<file path="src/rtl/bdq_pkg.sv">
`timescale 1ns / 1ps
// Package for the bounded deque: transaction structs, operation and status codes,
// and the command and status groups between controller and datapath. No dependencies.
package bdq_pkg;

   localparam int DEPTH_DEFAULT = 16;

   localparam logic [2:0] OP_PUSH_FRONT = 3'd0;
   localparam logic [2:0] OP_PUSH_BACK  = 3'd1;
   localparam logic [2:0] OP_POP_FRONT  = 3'd2;
   localparam logic [2:0] OP_POP_BACK   = 3'd3;
   localparam logic [2:0] OP_COUNT      = 3'd4;

   localparam logic [1:0] ST_OK    = 2'd0;
   localparam logic [1:0] ST_EMPTY = 2'd1;
   localparam logic [1:0] ST_FULL  = 2'd2;

   typedef struct packed {
      logic [2:0]         func;
      logic signed [31:0] value;
   } req_type;

   typedef struct packed {
      logic [1:0] status;
      logic [4:0] match_count;
      logic [4:0] size;
   } rsp_type;

   typedef struct packed {
      logic do_op;        // apply a push, pop or unused code and load its result
      logic start_scan;   // latch the compare word and restart the scan
      logic scan_read;    // read the next stored word of the scan
      logic finish_scan;  // load the count result
   } cmd_type;

   typedef struct packed {
      logic scan_left;    // stored words remain to be read
      logic rd_pending;   // a read issued last cycle is being compared
      logic rsp_free;     // the result register can take a new result this cycle
   } stat_type;

endpackage

</file>
<file path="src/rtl/bounded_deque_with_match_count.sv">
`timescale 1ns / 1ps
// Top level of the bounded deque with match count: controller plus datapath.
// Depends on bdq_pkg, bdq_ctrl and bdq_dpath.
//
// Usage:
//   Requests arrive on req_valid / req_stall / req_data (func, value); one
//   result per request leaves on rsp_valid / rsp_stall / rsp_data (status,
//   match_count, size). A transaction completes on a clock edge with valid
//   high and stall low.
//   Push, pop and unused codes are applied in the cycle of acceptance and
//   the result is registered, so it appears in the next cycle; one request
//   per cycle while no count scan or stalled result holds the input. A count
//   request walks the stored words from the front, one memory read per
//   cycle, through the single read port of the word store, and the block
//   accepts nothing else until the count result is loaded.
//   The result register frees as its transaction completes, so a new request
//   is taken in the same cycle the previous result is taken.
//   While rsp_stall is high with a result waiting, req_stall stays high.
//   Reset (synchronous, active high) empties the queue: front pointer and
//   element count go to zero; the stored words are not cleared.
module bounded_deque_with_match_count #(
   parameter int DEPTH = bdq_pkg::DEPTH_DEFAULT
) (
   input  logic             clock,
   input  logic             reset,
   input  logic             req_valid,
   output logic             req_stall,
   input  bdq_pkg::req_type req_data,
   output logic             rsp_valid,
   input  logic             rsp_stall,
   output bdq_pkg::rsp_type rsp_data
);

   bdq_pkg::cmd_type  cmd;
   bdq_pkg::stat_type stat;

   bdq_ctrl u_ctrl (
      .clock     (clock),
      .reset     (reset),
      .req_valid (req_valid),
      .req_func  (req_data.func),
      .req_stall (req_stall),
      .stat      (stat),
      .cmd       (cmd)
   );

   bdq_dpath #(
      .DEPTH (DEPTH)
   ) u_dpath (
      .clock     (clock),
      .reset     (reset),
      .req_data  (req_data),
      .rsp_stall (rsp_stall),
      .rsp_valid (rsp_valid),
      .rsp_data  (rsp_data),
      .cmd       (cmd),
      .stat      (stat)
   );

endmodule

</file>
<file path="src/rtl/bdq_ctrl.sv">
`timescale 1ns / 1ps
// Controller of the bounded deque: accepts requests and sequences the count scan.
// Depends on bdq_pkg for codes and the command and status structs.
module bdq_ctrl (
   input  logic              clock,
   input  logic              reset,
   input  logic              req_valid,
   input  logic [2:0]        req_func,
   output logic              req_stall,
   input  bdq_pkg::stat_type stat,
   output bdq_pkg::cmd_type  cmd
);

   localparam logic [1:0] S_IDLE   = 2'd0;
   localparam logic [1:0] S_SCAN   = 2'd1;
   localparam logic [1:0] S_FINISH = 2'd2;

   logic [1:0] state_ff;
   logic [1:0] state_in;
   logic       accept;

   assign req_stall = (state_ff != S_IDLE) || !stat.rsp_free;
   assign accept    = req_valid && !req_stall;

   always_comb begin
      state_in = state_ff;
      cmd      = '0;
      unique case (state_ff)
         S_IDLE: begin
            if (accept) begin
               if (req_func == bdq_pkg::OP_COUNT) begin
                  cmd.start_scan = 1'b1;
                  state_in       = S_SCAN;
               end else begin
                  cmd.do_op = 1'b1;
               end
            end
         end
         S_SCAN: begin
            cmd.scan_read = stat.scan_left;
            if (!stat.scan_left && !stat.rd_pending) begin
               state_in = S_FINISH;
            end
         end
         S_FINISH: begin
            if (stat.rsp_free) begin
               cmd.finish_scan = 1'b1;
               state_in        = S_IDLE;
            end
         end
         default: begin
            state_in = S_IDLE;
         end
      endcase
   end

   always_ff @(posedge clock) begin
      if (reset) begin
         state_ff <= S_IDLE;
      end else begin
         state_ff <= state_in;
      end
   end

endmodule

</file>
<file path="src/rtl/bdq_dpath.sv">
`timescale 1ns / 1ps
// Datapath of the bounded deque: word ring memory, front pointer, element count,
// scan counters, match counter and the result register. Depends on bdq_pkg.
module bdq_dpath #(
   parameter int DEPTH = bdq_pkg::DEPTH_DEFAULT
) (
   input  logic              clock,
   input  logic              reset,
   input  bdq_pkg::req_type  req_data,
   input  logic              rsp_stall,
   output logic              rsp_valid,
   output bdq_pkg::rsp_type  rsp_data,
   input  bdq_pkg::cmd_type  cmd,
   output bdq_pkg::stat_type stat
);

   localparam int PW = (DEPTH > 1) ? $clog2(DEPTH) : 1;
   localparam int CW = $clog2(DEPTH + 1);
   localparam logic [PW-1:0] LAST_POS  = PW'(DEPTH - 1);
   localparam logic [CW-1:0] FULL_CNT  = CW'(DEPTH);
   localparam logic [CW:0]   DEPTH_SUM = (CW + 1)'(DEPTH);

   logic signed [31:0] slots [DEPTH];
   logic signed [31:0] rd_word_ff;

   logic [PW-1:0]      front_ff, front_in;
   logic [CW-1:0]      count_ff, count_in;
   logic [PW-1:0]      scan_ptr_ff, scan_ptr_in;
   logic [CW-1:0]      scan_idx_ff, scan_idx_in;
   logic [CW-1:0]      match_ff, match_in;
   logic               rd_valid_ff;
   logic signed [31:0] value_ff;
   logic               rsp_valid_ff, rsp_valid_in;
   bdq_pkg::rsp_type   rsp_ff, rsp_in;

   logic               we;
   logic [PW-1:0]      wa;
   logic [1:0]         op_status;
   logic               full;
   logic               empty;
   logic [PW-1:0]      front_dec;
   logic [PW-1:0]      front_inc;
   logic [CW:0]        back_sum;
   logic [CW:0]        back_wrap;

   assign full      = (count_ff == FULL_CNT);
   assign empty     = (count_ff == '0);
   assign front_dec = (front_ff == '0) ? LAST_POS : front_ff - PW'(1);
   assign front_inc = (front_ff == LAST_POS) ? '0 : front_ff + PW'(1);
   assign back_sum  = (CW + 1)'(front_ff) + (CW + 1)'(count_ff);
   assign back_wrap = (back_sum >= DEPTH_SUM) ? back_sum - DEPTH_SUM : back_sum;

   always_comb begin
      front_in  = front_ff;
      count_in  = count_ff;
      we        = 1'b0;
      wa        = front_ff;
      op_status = bdq_pkg::ST_OK;
      if (cmd.do_op) begin
         case (req_data.func)
            bdq_pkg::OP_PUSH_FRONT: begin
               if (full) begin
                  op_status = bdq_pkg::ST_FULL;
               end else begin
                  we       = 1'b1;
                  wa       = front_dec;
                  front_in = front_dec;
                  count_in = count_ff + CW'(1);
               end
            end
            bdq_pkg::OP_PUSH_BACK: begin
               if (full) begin
                  op_status = bdq_pkg::ST_FULL;
               end else begin
                  we       = 1'b1;
                  wa       = back_wrap[PW-1:0];
                  count_in = count_ff + CW'(1);
               end
            end
            bdq_pkg::OP_POP_FRONT: begin
               if (empty) begin
                  op_status = bdq_pkg::ST_EMPTY;
               end else begin
                  front_in = front_inc;
                  count_in = count_ff - CW'(1);
               end
            end
            bdq_pkg::OP_POP_BACK: begin
               if (empty) begin
                  op_status = bdq_pkg::ST_EMPTY;
               end else begin
                  count_in = count_ff - CW'(1);
               end
            end
            default: begin
            end
         endcase
      end
   end

   // The scan walks from the front pointer, one stored word per cycle.
   always_comb begin
      scan_ptr_in = scan_ptr_ff;
      scan_idx_in = scan_idx_ff;
      match_in    = match_ff;
      if (cmd.start_scan) begin
         scan_ptr_in = front_ff;
         scan_idx_in = '0;
         match_in    = '0;
      end else begin
         if (cmd.scan_read) begin
            scan_ptr_in = (scan_ptr_ff == LAST_POS) ? '0 : scan_ptr_ff + PW'(1);
            scan_idx_in = scan_idx_ff + CW'(1);
         end
         if (rd_valid_ff && (rd_word_ff == value_ff)) begin
            match_in = match_ff + CW'(1);
         end
      end
   end

   always_comb begin
      rsp_valid_in = rsp_valid_ff && rsp_stall;
      rsp_in       = rsp_ff;
      if (cmd.do_op) begin
         rsp_valid_in       = 1'b1;
         rsp_in.status      = op_status;
         rsp_in.match_count = '0;
         rsp_in.size        = 5'(count_in);
      end else if (cmd.finish_scan) begin
         rsp_valid_in       = 1'b1;
         rsp_in.status      = bdq_pkg::ST_OK;
         rsp_in.match_count = 5'(match_ff);
         rsp_in.size        = 5'(count_ff);
      end
   end

   always_ff @(posedge clock) begin
      if (we) begin
         slots[wa] <= req_data.value;
      end
      if (cmd.scan_read) begin
         rd_word_ff <= slots[scan_ptr_ff];
      end
   end

   always_ff @(posedge clock) begin
      if (reset) begin
         front_ff     <= '0;
         count_ff     <= '0;
         rd_valid_ff  <= 1'b0;
         rsp_valid_ff <= 1'b0;
         scan_idx_ff  <= '0;
      end else begin
         front_ff     <= front_in;
         count_ff     <= count_in;
         rd_valid_ff  <= cmd.scan_read;
         rsp_valid_ff <= rsp_valid_in;
         scan_idx_ff  <= scan_idx_in;
      end
   end

   always_ff @(posedge clock) begin
      scan_ptr_ff <= scan_ptr_in;
      match_ff    <= match_in;
      rsp_ff      <= rsp_in;
      if (cmd.start_scan) begin
         value_ff <= req_data.value;
      end
   end

   assign stat.scan_left  = (scan_idx_ff < count_ff);
   assign stat.rd_pending = rd_valid_ff;
   assign stat.rsp_free   = !rsp_valid_ff || !rsp_stall;

   assign rsp_valid = rsp_valid_ff;
   assign rsp_data  = rsp_ff;

endmodule
</file>
<file path="config.mk">
export PLATFORM = sky130hd
export DESIGN_NAME = bounded_deque_with_match_count
export DESIGN_NICKNAME = d
export VERILOG_FILES = /design/src/rtl/bdq_pkg.sv /design/src/rtl/bounded_deque_with_match_count.sv /design/src/rtl/bdq_ctrl.sv /design/src/rtl/bdq_dpath.sv
export SDC_FILE = /design/constraint.sdc
export NUM_CORES = 1
export LEC_CHECK = 0
export BUFFER_PORTS_ARGS = -buffer_cell sky130_fd_sc_hd__buf_2
export CORE_MARGIN = 2
export CORE_UTILIZATION = 45
export CTS_BUF_LIST = sky130_fd_sc_hd__clkbuf_16
export CTS_CLUSTER_DIAMETER = 150
export CTS_CLUSTER_SIZE = 12
export DETAILED_ROUTE_END_ITERATION = 10
export PLACE_DENSITY_LB_ADDON = 0.12
export SLEW_MARGIN = 20
export SYNTH_ARGS = -nofsm -noshare
export SYNTH_HDL_FRONTEND = slang
export SYNTH_SLANG_ARGS = --single-unit
</file>
<file path="constraint.sdc">
create_clock -name clock -period 6.1 [get_ports clock]
set_input_delay 0.305 -clock clock [delete_from_list [all_inputs] [get_ports clock]]
set_output_delay 0.305 -clock clock [all_outputs]
set_load 0.005 [all_outputs]
</file>
==> metrics <==
Hold Crit Start reset; GRT Resource Usage Total 19.3%; Initial Util 45.7%; Clock Skews 24.0 ps; largest net degree at the start of global routing 115; Seq/Total Area, Yosys 75.3%; CTS tree done; most frequent cells in the layout edfxtp_1, mux2i_1, o21ai_0; Clock Pin Slew Worst Setup and Hold Paths 70 ps; Post-Syn Area per Cell 17.8 um^2; top post-synthesis cells by area edfxtp_1, mux4_2, mux2i_1; Avg WL per Cell 24.8 um; initial antenna violation count 2; ant diodes 0; I/O pins 53; Post-synth EDFFs 587; final hold vios 0; CP max FO 32; IO buf count 52; Worst Path Required 6340 ps; vias in the first global route 12,418; Final WS setup 2810 ps; period utilization 53.9%; Core Region 52,900 um^2; chip height 236 um; worst reg2reg endpoint u_dpath.slots[1][16]; setup_tns 0 ps; via count 12,333; run status complete, no violations; Yosys top cell area share 73.0%; Logic pwr share 3.6%; Max Fclk 304 MHz; yosys synthesis warning count 0; layout cells sized above 1 17.7%; CTS Buffer Depth 3; total CTS buffers 57; RePlAce Congestion 0.776; WS Path Type flop to flop; placed cell count 2,066; cell taking the most area after synthesis edfxtp_1; vias per cell 5.74; clk sinks 615; Post-Syn Instances 1,360; Syn Nets 1,414; Initial DRT Pass Iterations 5; WHS Path Cells 2; Reg-to-Reg Start u_dpath.count_ff[1]; commonest non-fill, non-tap cell in the layout edfxtp_1; hpwl dp 28,800 um; VDD IR max 0.232 mV; max_slew headroom 32.7%; routing usage on met2 31.0%; WHS Endpoint u_dpath.count_ff[2]; met1 Use GR 27.3%; count of final setup violators 0; DRC violations left 0; Setup Buffers After CTS 0; Root Buffer clkbuf_16; P&R area growth vs syn 11.7%; total congestion overflow 0; final net count 1,492; critical path arrival 3530 ps; unrepaired setup endpoints after global routing no; P_int 6450 uW; die area 55,600 um^2; first-pass GRT wire length 79,600 um; synthesized flop and latch total 615; H-tree lvl count 2; dominant synthesized flop cell edfxtp_1; max-slew violations 0; sw power 1700 uW; max_cap viols 0; Tmin final 3290 ps; Leak 0.00897 uW; clock power share 38.9%; power per cell area 302 nW/um^2; Sequential Power Share 57.5%; grt peak-use layer met2; reg2reg setup slack 2810 ps; HP Class input port to flop; Yosys cell types 53; dpl ws 2780 ps; switching power share of the total 20.8%; Final Non-Filler Cells 2,149; Worst-Margin Slew 1010 ps; GRT met3 Usage 3.08%; Skew-Pair Late Insertion Delay 630 ps; Chip Width 236 um; final WL 53,300 um; asr flop ratio synth 0%; row count 84; Critical Path End Type flop; r2r worst-path depth 7; post-route ant nets 0; synthesized area 24,200 um^2; DR iter-0 viols 988; Worst setup SP type flop
==> cell type report <==
type,count,area [um^2]
Timing Repair Buffer,86,543
Multi-Input combinational cell,663,5750
Tap cell,688,861
Clock inverter,24,126
Inverter,15,56.3
Fill cell,4279,25900
Sequential cell,615,18200
Clock buffer,58,1450
==> power groups by stage <==
stage | Combinational (uW) | Sequential [uW] | Clock (uW)
after floorplan | 163 | 4770 | 0
after global placement | 294 | 4770 | 0
after detailed placement | 298 | 4770 | 0
after CTS | 300 | 4680 | 3260
after global routing | 328 | 4680 | 3410
final | 296 | 4680 | 3170
==> cell families after synthesis <==
family | share of synthesized area, %
buf+inv | 1.33
xor+xnor | 1.41
compound gates | 5.85
fa+ha+maj | 0.808
flops | 75.3
simple gates | 3.47
mux | 11.9
==> layer usage <==
| layer | up-vias | wire (um) |
|---|---|---|
| met2 | 297 | 25200 |
| li1 | 5580 | - |
| met5 | - | 22 |
| met1 | 6370 | 24200 |
| met3 | 82 | 2710 |
| met4 | 4 | 1080 |
==> critical path, cell delays in order, from the launching register on <==
cell	delay [ps]
dfxtp_1	540
inv_1	140
ha_1	260
and4bb_2	290
nor4_1	440
nand2_1	410
nor3_2	270
buf_4	520
==> worst max-delay path by stage <==
| stage | endpoint | from | slack, ps | cells past startpoint |
|---|---|---|---|---|
| after floorplan | u_dpath.slots[2][0] | u_dpath.count_ff[1] | 1680 | 8 |
| final | u_dpath.slots[1][16] | u_dpath.count_ff[1] | 2810 | 7 |
| after global placement | u_dpath.slots[1][12] | rsp_stall | 2910 | 7 |
| after CTS | u_dpath.slots[1][24] | u_dpath.count_ff[1] | 2820 | 7 |
| after detailed placement | u_dpath.slots[1][27] | rsp_stall | 2780 | 7 |
| after global routing | u_dpath.slots[1][15] | u_ctrl.state_ff[1] | 2570 | 6 |
==> per-stage QoR <==
| stage | area (um^2) | hold WS, ps | util (%) | power (uW) |
|---|---|---|---|---|
| floorplan | 24200 | 377 | - | 4930 |
| finish | 27000 | 43.9 | 51.0 | 8150 |
| CTS | 27000 | 18.6 | 51.0 | 8240 |
| detailed placement | 25400 | 478 | 48.0 | 5070 |
| global route | 27000 | 37.7 | 51.0 | 8420 |
| global placement | 25400 | 471 | 48.0 | 5070 |
==> flip-flops by register name, summed over array words and instances, names as in the netlist <==
name and flops:
u_dpath.slots 512, u_dpath.rd_word_ff 32, u_dpath.value_ff 32, u_dpath.rsp_data 12, u_dpath.count_ff 5, u_dpath.match_ff 5
u_dpath.scan_idx_ff 5, u_dpath.front_ff 4, u_dpath.scan_ptr_ff 4, u_ctrl.state_ff 2, u_dpath.rd_valid_ff 1, u_dpath.rsp_valid 1
==> synthesized netlist by cell type, types with 10 or more instances <==
cell and number:
a21oi_1 57, nor2_1 33, dfxtp_1 28, ha_1 14
mux2_2 26, clkbuf_1 45, a22oi_1 32, buf_2 10
inv_1 15, nor3_1 20, a221oi_1 33, nand2_1 76
mux4_2 64, buf_1 12, mux2i_1 113, edfxtp_1 587
o21ai_0 77, xor2_1 30
==> timing repair <==
item,in CTS,in global routing
hold buffers,1,0
setup endpoints to repair,0,0
gates resized for setup,0,0
endpoints found under the hold margin,1,0
Note: power is estimated with default switching activity, not from simulation.
